## src/rtl/i2c_master_transfer_sequencer_top_macros.svh

```systemverilog
// ---------------------------------------------------------------------------
// I2C master transfer sequencer assertion macros
// Short forms for the clocked, reset-qualified checks used in the top level.
// ---------------------------------------------------------------------------
`ifndef I2C_MASTER_TRANSFER_SEQUENCER_TOP_MACROS_SVH
`define I2C_MASTER_TRANSFER_SEQUENCER_TOP_MACROS_SVH

// Same-cycle implication, checked on every rising edge outside reset.
`define I2CMTS_ASSERT_SAME(lbl, ante, cons, msg) \
  lbl: assert property (@(posedge clk) disable iff (!rst_n) (ante) |-> (cons)) \
    else $error(msg);

// Next-cycle implication, checked on every rising edge outside reset.
`define I2CMTS_ASSERT_NEXT(lbl, ante, cons, msg) \
  lbl: assert property (@(posedge clk) disable iff (!rst_n) (ante) |=> (cons)) \
    else $error(msg);

`endif

```

## src/rtl/i2cmts_pkg.sv

```systemverilog
// ---------------------------------------------------------------------------
// I2C master transfer sequencer package
// Shared codes, result types and helpers for the sequencer modules.
// ---------------------------------------------------------------------------
package i2cmts_pkg;

  localparam int LEN_W                 = 9;
  localparam int DEF_MAX_MESSAGE_BYTES = 256;
  localparam int RES_SLOTS             = 3;
  localparam logic [2:0] DEF_MAX_RETRIES = 3'd2;

  // Event codes carried by a request word.
  localparam logic [2:0] REQ_LOAD      = 3'd0;
  localparam logic [2:0] REQ_START     = 3'd1;
  localparam logic [2:0] REQ_ADDR_ACK  = 3'd2;
  localparam logic [2:0] REQ_TX_EMPTY  = 3'd3;
  localparam logic [2:0] REQ_BYTE_FIN  = 3'd4;
  localparam logic [2:0] REQ_RX_BYTE   = 3'd5;
  localparam logic [2:0] REQ_NACK      = 3'd6;
  localparam logic [2:0] REQ_RX_ERR    = 3'd7;

  // Action codes carried by a result word.
  localparam logic [2:0] ACT_NONE  = 3'd0;
  localparam logic [2:0] ACT_START = 3'd1;
  localparam logic [2:0] ACT_ADDR  = 3'd2;
  localparam logic [2:0] ACT_SEND  = 3'd3;
  localparam logic [2:0] ACT_STOP  = 3'd4;
  localparam logic [2:0] ACT_STORE = 3'd5;
  localparam logic [2:0] ACT_ACK   = 3'd6;
  localparam logic [2:0] ACT_DONE  = 3'd7;

  typedef struct packed {
    logic [2:0] action;
    logic [7:0] out_byte;
    logic [7:0] byte_index;
    logic       ack_on;
    logic       success;
  } res_t;

  typedef struct packed {
    res_t [RES_SLOTS-1:0] res;
    logic [1:0]           cnt;
  } bundle_t;

  typedef struct packed {
    logic busy;
    logic final_take;
  } q_status_t;

  function automatic res_t mk_res(input logic [2:0] act, input logic [7:0] b,
                                  input logic [7:0] idx, input logic ack,
                                  input logic ok);
    res_t r;
    r.action     = act;
    r.out_byte   = b;
    r.byte_index = idx;
    r.ack_on     = ack;
    r.success    = ok;
    return r;
  endfunction

endpackage

```

## src/rtl/i2cmts_core.sv

```systemverilog
// ---------------------------------------------------------------------------
// I2C master transfer sequencer core
// Message state and the single-pass decode of one event into its results.
// ---------------------------------------------------------------------------
module i2cmts_core import i2cmts_pkg::*; #(
  parameter int MAX_MESSAGE_BYTES = DEF_MAX_MESSAGE_BYTES
) (
  input  logic             clk,
  input  logic             rst_n,
  input  logic             cfg_wr_en,
  input  logic [2:0]       cfg_wr_data,
  input  logic             accept,
  input  logic [2:0]       req_type,
  input  logic [6:0]       slave_address,
  input  logic             read_dir,
  input  logic             has_reg_addr,
  input  logic             reg_addr_wide,
  input  logic [15:0]      reg_addr,
  input  logic [LEN_W-1:0] msg_length,
  input  logic [7:0]       data_byte,
  input  logic             bus_in_transmit,
  output bundle_t          bundle
);

  localparam logic [2:0] PH_IDLE  = 3'd0;
  localparam logic [2:0] PH_START = 3'd1;
  localparam logic [2:0] PH_ADDR  = 3'd2;
  localparam logic [2:0] PH_WRITE = 3'd3;
  localparam logic [2:0] PH_FLUSH = 3'd4;
  localparam logic [2:0] PH_READ  = 3'd5;

  localparam logic [16:0] MAX_LEN = 17'(MAX_MESSAGE_BYTES);

  logic [2:0]       max_retries_r, max_retries_nxt;
  logic [2:0]       phase_r, phase_nxt;
  logic [6:0]       target_r, target_nxt;
  logic             is_read_r, is_read_nxt;
  logic             pend_r, pend_nxt;
  logic             wide_r, wide_nxt;
  logic [15:0]      raddr_r, raddr_nxt;
  logic [LEN_W-1:0] total_r, total_nxt;
  logic [LEN_W-1:0] done_r, done_nxt;
  logic [2:0]       retries_r, retries_nxt;

  logic [LEN_W-1:0] len_lo, len_clamped, done_inc, remain;
  logic [7:0]       addr_wr;

  assign len_lo      = (msg_length == '0) ? LEN_W'(1) : msg_length;
  assign len_clamped = ({8'd0, len_lo} > MAX_LEN) ? MAX_LEN[LEN_W-1:0] : len_lo;
  assign done_inc    = done_r + LEN_W'(1);
  assign remain      = total_r - done_inc;
  assign addr_wr     = {target_r, 1'b0};

  always_comb begin
    logic [1:0] n_v;
    logic       do_store;
    logic       do_finish;
    logic       fin_ok;
    n_v         = 2'd0;
    do_store    = 1'b0;
    do_finish   = 1'b0;
    fin_ok      = 1'b0;
    bundle      = '0;
    max_retries_nxt = cfg_wr_en ? cfg_wr_data : max_retries_r;
    phase_nxt   = phase_r;
    target_nxt  = target_r;
    is_read_nxt = is_read_r;
    pend_nxt    = pend_r;
    wide_nxt    = wide_r;
    raddr_nxt   = raddr_r;
    total_nxt   = total_r;
    done_nxt    = done_r;
    retries_nxt = retries_r;

    unique case (req_type)
      REQ_LOAD: begin
        target_nxt  = slave_address;
        is_read_nxt = read_dir;
        pend_nxt    = has_reg_addr;
        wide_nxt    = reg_addr_wide;
        raddr_nxt   = reg_addr;
        total_nxt   = len_clamped;
        done_nxt    = '0;
        retries_nxt = max_retries_r;
        phase_nxt   = PH_START;
        bundle.res[n_v] = mk_res(ACT_START, 8'd0, 8'd0, 1'b0, 1'b0);
        n_v = n_v + 2'd1;
      end
      REQ_START: begin
        if (phase_r == PH_START) begin
          done_nxt = '0;
          if (!is_read_r || pend_r) begin
            bundle.res[n_v] = mk_res(ACT_ADDR, addr_wr, 8'd0, 1'b0, 1'b0);
            n_v = n_v + 2'd1;
          end else begin
            bundle.res[n_v] = mk_res(ACT_ACK, 8'd0, 8'd0, 1'b1, 1'b0);
            n_v = n_v + 2'd1;
            bundle.res[n_v] = mk_res(ACT_ADDR, {target_r, 1'b1}, 8'd0, 1'b0, 1'b0);
            n_v = n_v + 2'd1;
          end
          phase_nxt = PH_ADDR;
        end
      end
      REQ_ADDR_ACK: begin
        if (phase_r == PH_ADDR) begin
          if (!is_read_r || pend_r) begin
            if (pend_r) begin
              if (wide_r) begin
                bundle.res[n_v] = mk_res(ACT_SEND, raddr_r[15:8], 8'd0, 1'b0, 1'b0);
                n_v = n_v + 2'd1;
              end
              bundle.res[n_v] = mk_res(ACT_SEND, raddr_r[7:0], 8'd0, 1'b0, 1'b0);
              n_v = n_v + 2'd1;
              pend_nxt = 1'b0;
            end
            phase_nxt = is_read_r ? PH_FLUSH : PH_WRITE;
          end else begin
            bundle.res[n_v] = mk_res(ACT_ACK, 8'd0, 8'd0, (total_r != LEN_W'(1)), 1'b0);
            n_v = n_v + 2'd1;
            phase_nxt = PH_READ;
          end
        end
      end
      REQ_TX_EMPTY: begin
        if (phase_r == PH_WRITE && done_r < total_r) begin
          bundle.res[n_v] = mk_res(ACT_SEND, data_byte, done_r[7:0], 1'b0, 1'b0);
          n_v = n_v + 2'd1;
          done_nxt = done_inc;
        end
      end
      REQ_BYTE_FIN: begin
        if (bus_in_transmit) begin
          if (phase_r == PH_FLUSH) begin
            bundle.res[n_v] = mk_res(ACT_START, 8'd0, 8'd0, 1'b0, 1'b0);
            n_v = n_v + 2'd1;
            phase_nxt = PH_START;
          end else if (phase_r == PH_WRITE && done_r >= total_r) begin
            do_finish = 1'b1;
            fin_ok    = 1'b1;
          end
        end else if (phase_r == PH_READ) begin
          do_store = 1'b1;
        end
      end
      REQ_RX_BYTE: begin
        if (phase_r == PH_READ) begin
          do_store = 1'b1;
        end
      end
      REQ_NACK: begin
        if (phase_r != PH_IDLE) begin
          if (retries_r != 3'd0) begin
            retries_nxt = retries_r - 3'd1;
            bundle.res[n_v] = mk_res(ACT_START, 8'd0, 8'd0, 1'b0, 1'b0);
            n_v = n_v + 2'd1;
            phase_nxt = PH_START;
          end else begin
            do_finish = 1'b1;
          end
        end
      end
      REQ_RX_ERR: begin
        if (phase_r != PH_IDLE) begin
          do_finish = 1'b1;
        end
      end
      default: begin
      end
    endcase

    // A stored byte completes the read or, one short of the end, arms a NACK
    // for the final byte; otherwise it is only stored.
    if (do_store) begin
      bundle.res[n_v] = mk_res(ACT_STORE, data_byte, done_r[7:0], 1'b0, 1'b0);
      n_v = n_v + 2'd1;
      done_nxt = done_inc;
      if (done_inc >= total_r) begin
        do_finish = 1'b1;
        fin_ok    = 1'b1;
      end else if (remain == LEN_W'(1)) begin
        bundle.res[n_v] = mk_res(ACT_ACK, 8'd0, 8'd0, 1'b0, 1'b0);
        n_v = n_v + 2'd1;
      end
    end

    if (do_finish) begin
      bundle.res[n_v] = mk_res(ACT_STOP, 8'd0, 8'd0, 1'b0, 1'b0);
      n_v = n_v + 2'd1;
      bundle.res[n_v] = mk_res(ACT_DONE, 8'd0, 8'd0, 1'b0, fin_ok);
      n_v = n_v + 2'd1;
      phase_nxt = PH_IDLE;
    end

    // An event with no effect still answers with a single empty result.
    if (n_v == 2'd0) begin
      bundle.res[n_v] = mk_res(ACT_NONE, 8'd0, 8'd0, 1'b0, 1'b0);
      n_v = n_v + 2'd1;
    end
    bundle.cnt = n_v;

    if (!accept) begin
      phase_nxt   = phase_r;
      target_nxt  = target_r;
      is_read_nxt = is_read_r;
      pend_nxt    = pend_r;
      wide_nxt    = wide_r;
      raddr_nxt   = raddr_r;
      total_nxt   = total_r;
      done_nxt    = done_r;
      retries_nxt = retries_r;
    end
  end

  always_ff @(posedge clk) begin
    if (!rst_n) begin
      max_retries_r <= DEF_MAX_RETRIES;
      phase_r       <= PH_IDLE;
      target_r      <= '0;
      is_read_r     <= 1'b0;
      pend_r        <= 1'b0;
      wide_r        <= 1'b0;
      raddr_r       <= '0;
      total_r       <= '0;
      done_r        <= '0;
      retries_r     <= '0;
    end else begin
      max_retries_r <= max_retries_nxt;
      phase_r       <= phase_nxt;
      target_r      <= target_nxt;
      is_read_r     <= is_read_nxt;
      pend_r        <= pend_nxt;
      wide_r        <= wide_nxt;
      raddr_r       <= raddr_nxt;
      total_r       <= total_nxt;
      done_r        <= done_nxt;
      retries_r     <= retries_nxt;
    end
  end

endmodule

```

## src/rtl/i2cmts_outq.sv

```systemverilog
// ---------------------------------------------------------------------------
// I2C master transfer sequencer result register
// Holds the results of one event and hands them out one word per cycle while out_stall is low.
// ---------------------------------------------------------------------------
module i2cmts_outq import i2cmts_pkg::*; (
  input  logic       clk,
  input  logic       rst_n,
  input  logic       load,
  input  bundle_t    bundle_in,
  input  logic       out_stall,
  output logic       out_valid,
  output res_t       out_res,
  output logic       out_last,
  output q_status_t  status
);

  bundle_t    bundle_r, bundle_nxt;
  logic [1:0] pos_r, pos_nxt;
  logic       valid_r, valid_nxt;
  logic       take, is_last;

  assign take      = valid_r && !out_stall;
  assign is_last   = (pos_r == (bundle_r.cnt - 2'd1));
  assign out_valid = valid_r;
  assign out_res   = bundle_r.res[pos_r];
  assign out_last  = is_last;

  assign status.busy       = valid_r;
  assign status.final_take = take && is_last;

  always_comb begin
    bundle_nxt = bundle_r;
    pos_nxt    = pos_r;
    valid_nxt  = valid_r;
    if (load) begin
      bundle_nxt = bundle_in;
      pos_nxt    = 2'd0;
      valid_nxt  = 1'b1;
    end else if (take) begin
      if (is_last) begin
        valid_nxt = 1'b0;
      end else begin
        pos_nxt = pos_r + 2'd1;
      end
    end
  end

  always_ff @(posedge clk) begin
    bundle_r <= bundle_nxt;
    if (!rst_n) begin
      pos_r   <= 2'd0;
      valid_r <= 1'b0;
    end else begin
      pos_r   <= pos_nxt;
      valid_r <= valid_nxt;
    end
  end

endmodule

```

## src/rtl/i2c_master_transfer_sequencer_top.sv

```systemverilog
// ---------------------------------------------------------------------------
// I2C master transfer sequencer
// Turns I2C bus events into the actions of one register-access message.
// ---------------------------------------------------------------------------
// Each accepted event word is decoded in the cycle it is accepted: the
// message state updates at that edge and the one to three result words it
// causes are captured in the result register. Result words then leave one
// per cycle on the output channel while out_stall is low, the final one
// flagged by out_last. A new event is accepted while results are pending
// only in the cycle in which the final result of the previous event is
// taken, so with a free output side an event that yields one result is
// taken every cycle, and an event with more results holds the event channel
// until its final result is taken. The output port, which moves one result
// word per cycle, sets the event rate. The retry count register can be
// written at any time but is sampled only when a message is loaded.
module i2c_master_transfer_sequencer_top import i2cmts_pkg::*; #(
  parameter int MAX_MESSAGE_BYTES = DEF_MAX_MESSAGE_BYTES
) (
  input  logic             clk,
  input  logic             rst_n,
  // Configuration: maximum number of restarts after a NACK.
  input  logic             cfg_wr_en,
  input  logic [2:0]       cfg_wr_data,
  // Event channel.
  input  logic             in_valid,
  output logic             in_stall,
  input  logic [2:0]       in_req_type,
  input  logic [6:0]       in_slave_address,
  input  logic             in_read_dir,
  input  logic             in_has_reg_addr,
  input  logic             in_reg_addr_wide,
  input  logic [15:0]      in_reg_addr,
  input  logic [LEN_W-1:0] in_msg_length,
  input  logic [7:0]       in_data_byte,
  input  logic             in_bus_in_transmit,
  // Result channel.
  output logic             out_valid,
  input  logic             out_stall,
  output logic [2:0]       out_action,
  output logic [7:0]       out_byte,
  output logic [7:0]       out_byte_index,
  output logic             out_ack_on,
  output logic             out_success,
  output logic             out_last
);

  `include "i2c_master_transfer_sequencer_top_macros.svh"

  bundle_t   bundle;
  q_status_t q_status;
  res_t      cur_res;
  logic      in_accept;

  // The result register is free once its last word is being taken, so the
  // next event can be decoded in that same cycle without a bubble.
  assign in_stall  = q_status.busy && !q_status.final_take;
  assign in_accept = in_valid && !in_stall;

  i2cmts_core #(
    .MAX_MESSAGE_BYTES (MAX_MESSAGE_BYTES)
  ) u_core (
    .clk             (clk),
    .rst_n           (rst_n),
    .cfg_wr_en       (cfg_wr_en),
    .cfg_wr_data     (cfg_wr_data),
    .accept          (in_accept),
    .req_type        (in_req_type),
    .slave_address   (in_slave_address),
    .read_dir        (in_read_dir),
    .has_reg_addr    (in_has_reg_addr),
    .reg_addr_wide   (in_reg_addr_wide),
    .reg_addr        (in_reg_addr),
    .msg_length      (in_msg_length),
    .data_byte       (in_data_byte),
    .bus_in_transmit (in_bus_in_transmit),
    .bundle          (bundle)
  );

  i2cmts_outq u_outq (
    .clk       (clk),
    .rst_n     (rst_n),
    .load      (in_accept),
    .bundle_in (bundle),
    .out_stall (out_stall),
    .out_valid (out_valid),
    .out_res   (cur_res),
    .out_last  (out_last),
    .status    (q_status)
  );

  assign out_action     = cur_res.action;
  assign out_byte       = cur_res.out_byte;
  assign out_byte_index = cur_res.byte_index;
  assign out_ack_on     = cur_res.ack_on;
  assign out_success    = cur_res.success;

  // An event is taken only when no earlier result would be overwritten.
  `I2CMTS_ASSERT_SAME(a_no_overrun, in_valid && !in_stall, !out_valid || (!out_stall && out_last), "event accepted over pending results")

  // Every accepted event shows a result in the next cycle.
  `I2CMTS_ASSERT_NEXT(a_result_follows, in_valid && !in_stall, out_valid, "accepted event produced no result")

  // A result that is not the final one is always followed by another.
  `I2CMTS_ASSERT_NEXT(a_burst_continues, out_valid && !out_stall && !out_last, out_valid, "result burst cut short")

  // An empty result always stands alone.
  `I2CMTS_ASSERT_SAME(a_none_alone, out_valid && (out_action == ACT_NONE), out_last, "empty result not final")

endmodule
```

## config.mk

```make
export PLATFORM = sky130hd
export DESIGN_NAME = i2c_master_transfer_sequencer_top
export DESIGN_NICKNAME = d
export VERILOG_FILES = /design/src/rtl/i2cmts_pkg.sv /design/src/rtl/i2cmts_core.sv /design/src/rtl/i2cmts_outq.sv /design/src/rtl/i2c_master_transfer_sequencer_top.sv
export VERILOG_INCLUDE_DIRS = /design/src /design/src/rtl
export SDC_FILE = /design/constraint.sdc
export NUM_CORES = 1
export LEC_CHECK = 0
export BUFFER_PORTS_ARGS = -buffer_cell sky130_fd_sc_hd__buf_2
export CAP_MARGIN = 30
export CORE_MARGIN = 2
export CORE_UTILIZATION = 50
export DETAILED_ROUTE_END_ITERATION = 6
export PLACE_DENSITY = 0.78
export SLEW_MARGIN = 20
export SYNTH_ARGS = -nofsm -noshare
export SYNTH_HDL_FRONTEND = slang
export SYNTH_SLANG_ARGS = --single-unit
```

## constraint.sdc

```tcl
create_clock -name clk -period 14.5 [get_ports clk]
set_input_delay 1.45 -clock clk [delete_from_list [all_inputs] [get_ports clk]]
set_output_delay 1.45 -clock clk [all_outputs]
set_load 0.03 [all_outputs]
```

==> run_summary.xml, run 1 <==
<?xml version="1.0" encoding="UTF-8"?>
<metrics>
  <group name="clock_tree">
    <metric name="tritoncts_buffer_count" unit="">17</metric>
    <metric name="cts_hold_buf" unit="">0</metric>
    <metric name="post-cts-setup-buffer-count" unit="">0</metric>
    <metric name="postCtsResizedCells" unit="">0</metric>
    <metric name="cts_max_path_buffers" unit="">2</metric>
    <metric name="cts-root-buf" unit="">clkbuf_16</metric>
    <metric name="clk_pin_slew_worst_paths" unit="ns">0.06</metric>
    <metric name="clock-sinks" unit="">119</metric>
    <metric name="ctsHtreeMaxLevel" unit="">4</metric>
    <metric name="cts_tree" unit="">yes</metric>
    <metric name="clk_latency_worst_skew_pair" unit="ns">0.43</metric>
  </group>
  <group name="min_path">
    <metric name="hold_path.startpoint" unit="">u_core.raddr_r[8]$_SDFFE_PN0P_</metric>
    <metric name="hp-class" unit="">reg -&gt; reg</metric>
    <metric name="worstHoldEndpoint" unit="">u_core.raddr_r[8]$_SDFFE_PN0P_</metric>
    <metric name="number_of_stages_on_the_worst_hold_path" unit="">2</metric>
  </group>
  <group name="finish">
    <metric name="antenna_cells" unit="">0</metric>
    <metric name="multi_input_comb_area" unit="um2">3960</metric>
    <metric name="final_layout_size_suffix_gt1_frac" unit="">0.177</metric>
    <metric name="final_cell_area" unit="um2">8380</metric>
    <metric name="ff_latch_area" unit="um2">3010</metric>
    <metric name="synthToLayoutAreaGrowth" unit="%">14.7</metric>
    <metric name="filler_cell_count" unit="">1295</metric>
    <metric name="postLayoutCoreUtil" unit="">0.581</metric>
    <metric name="finalNetCount" unit="">929</metric>
  </group>
  <group name="worst_setup_path">
    <metric name="regToRegEndpoint" unit="">u_outq.bundle_r[57]$_DFFE_PP_</metric>
    <metric name="worstSetupPathType" unit="">reg -&gt; reg</metric>
    <metric name="r2r_setup_slack" unit="ns">8.57</metric>
    <metric name="timing.critical_path.fanout_max" unit="">16</metric>
    <metric name="startpoint_type" unit="">register</metric>
    <metric name="r2r.worst_path.cells" unit="">19</metric>
    <metric name="endpoint_kind" unit="">register</metric>
    <metric name="timing.critical_path.required" unit="ns">14.68</metric>
    <metric name="regToRegStartpoint" unit="">u_core.done_r[1]$_SDFFE_PN0P_</metric>
    <metric name="critical_path_arrival" unit="ns">6.10</metric>
  </group>
  <group name="synth">
    <metric name="area_share_of_the_largest_cell_type_after_synthesis" unit="">0.259</metric>
    <metric name="post_synth_inst_count" unit="">792</metric>
    <metric name="synth.yosys.warnings" unit="">0</metric>
    <metric name="synthesized_area_divided_by_synthesized_cell_count" unit="um2">9.22</metric>
    <metric name="ys_async_sr_fraction" unit="">0</metric>
    <metric name="synth_area_leaders" unit="">edfxtp_1 26%, dfxtp_1 15%, nand2_1 5.5%</metric>
    <metric name="synth_flop_type" unit="">edfxtp_1</metric>
    <metric name="synth.net_count" unit="">875</metric>
    <metric name="synth-seq-cells" unit="">119</metric>
    <metric name="synth_enable_flop_cells" unit="">63</metric>
    <metric name="netlist_area" unit="um2">7300</metric>
    <metric name="synth_cell_types" unit="">79</metric>
    <metric name="synth_top_cell_by_area" unit="">edfxtp_1</metric>
    <metric name="seq_area_frac_synth" unit="">0.412</metric>
  </group>
  <group name="place">
    <metric name="gp_congestion" unit="">1.01</metric>
    <metric name="dpl.hpwl" unit="mm">12.9</metric>
    <metric name="setup_slack_at_placement" unit="ns">8.31</metric>
    <metric name="total_of_buffers_placed_on_input_and_output_ports" unit="">78</metric>
    <metric name="placed_cell_area" unit="um2">7750</metric>
  </group>
  <group name="grt">
    <metric name="grt_start_max_net_pins" unit="">66</metric>
    <metric name="first_global_vias" unit="">5652</metric>
    <metric name="aggregate_global_routing_overflow" unit="">0</metric>
    <metric name="grt_pass1_wl" unit="mm">29.6</metric>
    <metric name="grt_antenna_before_repair" unit="">1</metric>
    <metric name="gr-usage-all-layers" unit="">0.238</metric>
  </group>
  <group name="power_and_ir_drop">
    <metric name="vdd.ir_drop.worst" unit="mV">0.0754</metric>
    <metric name="p_switching" unit="mW">0.219</metric>
    <metric name="p_comb_frac" unit="">0.081</metric>
    <metric name="seqPwrFrac" unit="">0.429</metric>
    <metric name="p_sw_frac" unit="">0.253</metric>
    <metric name="internal" unit="mW">0.647</metric>
    <metric name="power_frac_clock" unit="">0.490</metric>
    <metric name="cellPowerDensity" unit="nW/um2">103</metric>
    <metric name="power_leakage" unit="nW">3.02</metric>
  </group>
  <group name="sta">
    <metric name="setup_viol" unit="">0</metric>
    <metric name="period_minus_slack" unit="ns">5.93</metric>
    <metric name="finalSetupTns" unit="ns">0</metric>
    <metric name="slew_violations" unit="">0</metric>
    <metric name="max-slew-margin-rel" unit="">0.428</metric>
    <metric name="skew" unit="ns">0.0109</metric>
    <metric name="rsz0062_at_grt" unit="">false</metric>
    <metric name="worst_slack" unit="ns">8.57</metric>
    <metric name="period_share" unit="">0.409</metric>
    <metric name="fmax" unit="MHz">169</metric>
    <metric name="hold_viol_final" unit="">0</metric>
    <metric name="worst_slew_pin_slew" unit="ns">0.855</metric>
  </group>
  <group name="floorplan">
    <metric name="core_region_area" unit="um2">14400</metric>
    <metric name="fp-row-count" unit="">44</metric>
    <metric name="fp.dieH" unit="um">125</metric>
    <metric name="design.die.area" unit="um2">15600</metric>
    <metric name="design.portCount" unit="">79</metric>
    <metric name="dieWidth" unit="um">125</metric>
    <metric name="start_util" unit="">0.506</metric>
  </group>
  <group name="routing">
    <metric name="wl_per_cell" unit="um">17.4</metric>
    <metric name="totalWireLength" unit="mm">18.2</metric>
    <metric name="dr_total_vias" unit="">6214</metric>
    <metric name="viasPerCell" unit="">5.96</metric>
    <metric name="drt.antenna.violating_nets" unit="">0</metric>
    <metric name="drtIter0Drc" unit="">770</metric>
    <metric name="first_pass_iters" unit="">7</metric>
    <metric name="route.detailed.drc" unit="">5</metric>
  </group>
  <group name="job">
    <metric name="cap_viol_max_count" unit="">0</metric>
  </group>
  <group name="status">
    <metric name="failing_checks" unit="">design-rule violations</metric>
    <metric name="outcome" unit="">finished with violations</metric>
  </group>
</metrics>
==> per-layer routing <==
metal	global-route usage	share of wire	wire [um]
met5	0	0	0
met4	0.0889	0.021	390
met3	0.0498	0.087	1580
met2	0.342	0.42	7690
met1	0.353	0.47	8500
==> power groups by stage <==
stage | combinational [mW] | sequential, mW | clock, mW
after global placement | 0.0687 | 0.378 | 0
final | 0.0705 | 0.371 | 0.424
after global routing | 0.0771 | 0.373 | 0.444
after CTS | 0.0699 | 0.371 | 0.429
after detailed placement | 0.0695 | 0.379 | 0
after floorplan | 0.0472 | 0.377 | 0
==> cell families (layout without fill, tap and decap cells) <==
group,count (synthesis),count (layout),share of synthesized area
AOI/OAI and AO/OA,191,191,0.185
xor gates and xnor gates,13,13,0.0175
adders and majority gates,29,29,0.0505
buffers and inverters,84,151,0.0462
DFF,119,119,0.412
muxes,38,38,0.0540
and+or+nand+nor,318,318,0.234
==> critical path: stages, from the launching register on <==
cell	delay, ns
dfxtp_1	0.54
ha_1	0.30
nand3_1	0.13
nor2_1	0.32
nand3_1	0.15
xor2_1	0.19
ha_1	0.37
nand3b_1	0.12
o211ai_1	0.09
a311o_1	0.40
a211oi_4	0.39
a41oi_2	0.24
a21oi_1	0.42
xnor2_1	0.20
ha_1	0.52
inv_1	0.34
nor2_1	0.28
nor2_1	0.10
o2111a_1	0.32
and2_1	0.25
==> sequential cells by signal, summed over array words and instances, names as in the netlist <==
name and cells:
u_outq.out_valid 1, u_core.pend_r 1, u_core.phase_r 3, u_core.is_read_r 1, u_core.wide_r 1, u_core.max_retries_r 3
u_core.done_r 9, u_core.raddr_r 16, u_core.total_r 9, u_core.target_r 7, u_outq.bundle_r 63, u_outq.pos_r 2
u_core.retries_r 3
==> stage by stage <==
stage / hold slack (ns) / std cells / total power, mW
finish: 0.466 / 1043 / 0.866
global route: 0.493 / 1043 / 0.894
global placement: 0.455 / 1009 / 0.447
CTS: 0.469 / 1041 / 0.870
detailed placement: 0.459 / 1009 / 0.448
floorplan: 0.440 / 792 / 0.424
==> cells in the final DEF, fill, tap and decap left out, drive strengths merged, types with 3 or more instances in the layout <==
cell type / n
nand2: 108
a21oi: 42
nand2b: 8
or4b: 3
edfxtp: 63
xnor2: 7
xor2: 5
nor3b: 10
nand3b: 10
nor2: 40
o31ai: 5
mux2i: 27
nor2b: 17
mux2: 11
o31a: 3
and3: 3
nand3: 22
nand4: 9
clkbuf: 17
inv: 39
nand4bb: 3
ha: 27
nor4: 20
a211oi: 4
or2: 3
a41oi: 3
a222oi: 7
o22ai: 4
o21ai: 42
nor3: 25
or3: 7
a22o: 7
o21a: 4
a21boi: 45
and2: 22
buf: 85
dfxtp: 56
clkinv: 7
==> worst max path at each step <==
stage / start / to / slack, ns
global route: u_core.done_r[1]$_SDFFE_PN0P_ / u_outq.bundle_r[47]$_DFFE_PP_ / 8.15
finish: u_core.done_r[1]$_SDFFE_PN0P_ / u_outq.bundle_r[57]$_DFFE_PP_ / 8.57
detailed placement: in_req_type[0] / u_outq.bundle_r[57]$_DFFE_PP_ / 8.31
global placement: in_req_type[0] / u_outq.bundle_r[49]$_DFFE_PP_ / 8.47
floorplan: in_req_type[0] / u_outq.bundle_r[52]$_DFFE_PP_ / 9.40
CTS: u_core.done_r[1]$_SDFFE_PN0P_ / u_outq.bundle_r[57]$_DFFE_PP_ / 8.65
==> cell usage after synthesis, drive strengths merged (8+ instances only) <==
library cell and number:
a21boi 45, a21oi 42, and2 22, buf 12, clkbuf 38, dfxtp 56
edfxtp 63, ha 27, inv 34, mux2 11, mux2i 27, nand2 108
nand2b 8, nand3 22, nand3b 10, nand4 9, nor2 40, nor2b 17
nor3 25, nor3b 10, nor4 20, o21ai 42
==> cell type report <==
class	instances	area share
sequential	119	0.360
tap	184	0.0275
multi-input combinational	589	0.473
timing repair buffer	85	0.0542
clock buffer	17	0.0508
clock inverter	15	0.0202
inverter	34	0.0152
(Power assumes the default switching activity.)
==> run 2: changes to the inputs <==
--- a/config.mk
+++ b/config.mk
@@ -11,7 +11,7 @@
 export CORE_MARGIN = 2
 export CORE_UTILIZATION = 50
 export DETAILED_ROUTE_END_ITERATION = 6
-export PLACE_DENSITY = 0.78
+export PLACE_DENSITY = 0.8
 export SLEW_MARGIN = 20
 export SYNTH_ARGS = -nofsm -noshare
 export SYNTH_HDL_FRONTEND = slang
==> constraint.sdc (replaced) <==
create_clock -name clk -period 5.4 [get_ports clk]
set_input_delay 0.54 -clock clk [delete_from_list [all_inputs] [get_ports clk]]
set_output_delay 0.54 -clock clk [all_outputs]
set_load 0.03 [all_outputs]
==> run_summary.xml, run 2 (synthesis results as in run 1) <==
<?xml version="1.0" encoding="UTF-8"?>
<metrics>
  <group name="worst_setup_path">
    <metric name="startpoint_type" unit="">register</metric>
    <metric name="worstSetupPathType" unit="">reg -&gt; reg</metric>
    <metric name="critical_path_arrival" unit="ns">5.15</metric>
    <metric name="timing.critical_path.required" unit="ns">5.57</metric>
    <metric name="timing.critical_path.fanout_max" unit="">16</metric>
    <metric name="endpoint_kind" unit="">register</metric>
  </group>
  <group name="sta">
    <metric name="finalSetupTns" unit="ns">0</metric>
    <metric name="fmax" unit="MHz">200</metric>
    <metric name="period_minus_slack" unit="ns">4.99</metric>
    <metric name="hold_ws" unit="ns">0.355</metric>
    <metric name="rsz0062_at_grt" unit="">false</metric>
    <metric name="period_share" unit="">0.924</metric>
    <metric name="slew_violations" unit="">0</metric>
    <metric name="hold_viol_final" unit="">0</metric>
    <metric name="skew" unit="ns">0.00764</metric>
    <metric name="worst_slew_pin_slew" unit="ns">1.05</metric>
    <metric name="worst_slack" unit="ns">0.412</metric>
    <metric name="max-slew-margin-rel" unit="">0.303</metric>
    <metric name="setup_viol" unit="">0</metric>
  </group>
  <group name="place">
    <metric name="setup_slack_at_placement" unit="ns">0.368</metric>
    <metric name="gp_congestion" unit="">0.958</metric>
    <metric name="total_of_buffers_placed_on_input_and_output_ports" unit="">78</metric>
    <metric name="dpl.hpwl" unit="mm">13.2</metric>
    <metric name="placed_cell_area" unit="um2">7800</metric>
  </group>
  <group name="clock_tree">
    <metric name="clk_latency_worst_skew_pair" unit="ns">0.42</metric>
    <metric name="cts_tree" unit="">yes</metric>
    <metric name="cts_hold_buf" unit="">0</metric>
    <metric name="cts-root-buf" unit="">clkbuf_16</metric>
    <metric name="postCtsResizedCells" unit="">0</metric>
    <metric name="cts_max_path_buffers" unit="">2</metric>
    <metric name="post-cts-setup-buffer-count" unit="">0</metric>
    <metric name="clk_pin_slew_worst_paths" unit="ns">0.06</metric>
    <metric name="clock-sinks" unit="">119</metric>
    <metric name="ctsHtreeMaxLevel" unit="">4</metric>
    <metric name="tritoncts_buffer_count" unit="">17</metric>
  </group>
  <group name="power_and_ir_drop">
    <metric name="p_switching" unit="mW">0.541</metric>
    <metric name="power_leakage" unit="nW">3.00</metric>
    <metric name="internal" unit="mW">1.67</metric>
    <metric name="power_frac_clock" unit="">0.463</metric>
    <metric name="seqPwrFrac" unit="">0.450</metric>
    <metric name="p_comb_frac" unit="">0.086</metric>
    <metric name="cellPowerDensity" unit="nW/um2">265</metric>
    <metric name="vdd.ir_drop.worst" unit="mV">0.295</metric>
    <metric name="p_sw_frac" unit="">0.244</metric>
  </group>
  <group name="grt">
    <metric name="grt_start_max_net_pins" unit="">65</metric>
    <metric name="aggregate_global_routing_overflow" unit="">0</metric>
    <metric name="grt_antenna_before_repair" unit="">0</metric>
    <metric name="first_global_vias" unit="">5743</metric>
    <metric name="gr-usage-all-layers" unit="">0.238</metric>
    <metric name="grt_pass1_wl" unit="mm">29.7</metric>
  </group>
  <group name="floorplan">
    <metric name="design.die.area" unit="um2">15600</metric>
    <metric name="design.portCount" unit="">79</metric>
    <metric name="core_region_area" unit="um2">14400</metric>
    <metric name="start_util" unit="">0.506</metric>
    <metric name="dieWidth" unit="um">125</metric>
    <metric name="fp-row-count" unit="">44</metric>
    <metric name="fp.dieH" unit="um">125</metric>
  </group>
  <group name="routing">
    <metric name="first_pass_iters" unit="">6</metric>
    <metric name="route.detailed.drc" unit="">0</metric>
    <metric name="dr_total_vias" unit="">6116</metric>
    <metric name="drtIter0Drc" unit="">684</metric>
    <metric name="wl_per_cell" unit="um">17.4</metric>
    <metric name="viasPerCell" unit="">5.84</metric>
    <metric name="totalWireLength" unit="mm">18.2</metric>
    <metric name="drt.antenna.violating_nets" unit="">0</metric>
  </group>
  <group name="finish">
    <metric name="reg.largest.list" unit="">u_outq.bundle_r: 63 flops, u_core.raddr_r: 16 flops</metric>
    <metric name="antenna_cells" unit="">0</metric>
    <metric name="synthToLayoutAreaGrowth" unit="%">14.5</metric>
    <metric name="mostFrequentLayoutCells" unit="">108 x nand2_1, 78 x buf_2, 63 x edfxtp_1</metric>
    <metric name="postLayoutCoreUtil" unit="">0.580</metric>
    <metric name="final_cell_area" unit="um2">8360</metric>
    <metric name="finalNetCount" unit="">934</metric>
    <metric name="final_common_cell" unit="">nand2_1</metric>
    <metric name="top_register" unit="">u_outq.bundle_r</metric>
    <metric name="final_layout_size_suffix_gt1_frac" unit="">0.181</metric>
    <metric name="number_of_flip_flops_in_the_largest_register" unit="">63</metric>
  </group>
  <group name="min_path">
    <metric name="hp-class" unit="">in -&gt; reg</metric>
  </group>
  <group name="job">
    <metric name="cap_viol_max_count" unit="">0</metric>
  </group>
  <group name="status">
    <metric name="outcome" unit="">finished clean</metric>
  </group>
</metrics>
-- run 2: cell types whose count changed in the layout (fill, tap and decap cells not counted), moves of 2 or more --
cell,delta
clkinvlp_4,+5
buf_4,+5
inv_6,-3
clkinv_4,-3
inv_8,-2
-- run 2: final timing paths --
check                                                     start  slack, ns  depth (start not counted)                                   end
worst min register to register  u_core.raddr_r[13]$_SDFFE_PN0P_       0.47                          2       u_core.raddr_r[13]$_SDFFE_PN0P_
worst max register to register    u_core.done_r[1]$_SDFFE_PN0P_       0.41                         19         u_outq.bundle_r[55]$_DFFE_PP_
worst max-delay path              u_core.done_r[1]$_SDFFE_PN0P_       0.41                         19         u_outq.bundle_r[55]$_DFFE_PP_
worst min-delay path                             cfg_wr_data[1]       0.36                          3  u_core.max_retries_r[1]$_SDFFE_PN1P_
-- run 2: power groups by stage --
stage | clock network (mW) | registers, mW | logic, mW
2_1_floorplan | 0 | 1.01 | 0.127
3_3_place_gp | 0 | 1.01 | 0.187
3_5_place_dp | 0 | 1.02 | 0.189
4_1_cts | 1.04 | 0.997 | 0.190
5_1_grt | 1.09 | 1.00 | 0.209
6_report | 1.03 | 0.997 | 0.191
-- run 2: cell type report --
class	instances	area, um2
Clock buffer	18	429
Clock inverter	13	110
Fill cell	1278	6060
Inverter	34	128
Multi-Input combinational cell	589	3960
Sequential cell	119	3010
Tap cell	184	230
Timing Repair Buffer	90	492
-- run 2: per-layer routing --
| metal | up-vias | global-route usage | share of wire |
|---|---|---|---|
| met2 | 241 | 0.332 | 0.41 |
| met5 | - | 0 | 0 |
| met1 | 2839 | 0.357 | 0.48 |
| met3 | 28 | 0.0619 | 0.085 |
| li1 | 3008 | - | - |
| met4 | 0 | 0.0810 | 0.021 |
-- run 2: critical path, stage by stage, from the launching register on --
cell and delay, ns:
dfxtp_1 0.46, ha_1 0.27, nand3_1 0.14, nor2_1 0.32, nand3_1 0.14, xor2_1 0.18, ha_1 0.37, nand3b_1 0.12
o211ai_1 0.09, a311o_1 0.39, a211oi_4 0.37, a41oi_2 0.25, a21oi_2 0.31, xnor2_1 0.19, ha_1 0.20, inv_1 0.05
nor2_1 0.21, nor2_1 0.09, o2111a_1 0.31, and2_1 0.25
-- run 2: through the flow --
| stage | cells | total power [mW] |
|---|---|---|
| 2_1_floorplan | 792 | 1.14 |
| 3_3_place_gp | 1014 | 1.20 |
| 3_5_place_dp | 1015 | 1.20 |
| 4_1_cts | 1046 | 2.23 |
| 5_1_grt | 1047 | 2.30 |
| 6_report | 1047 | 2.22 |
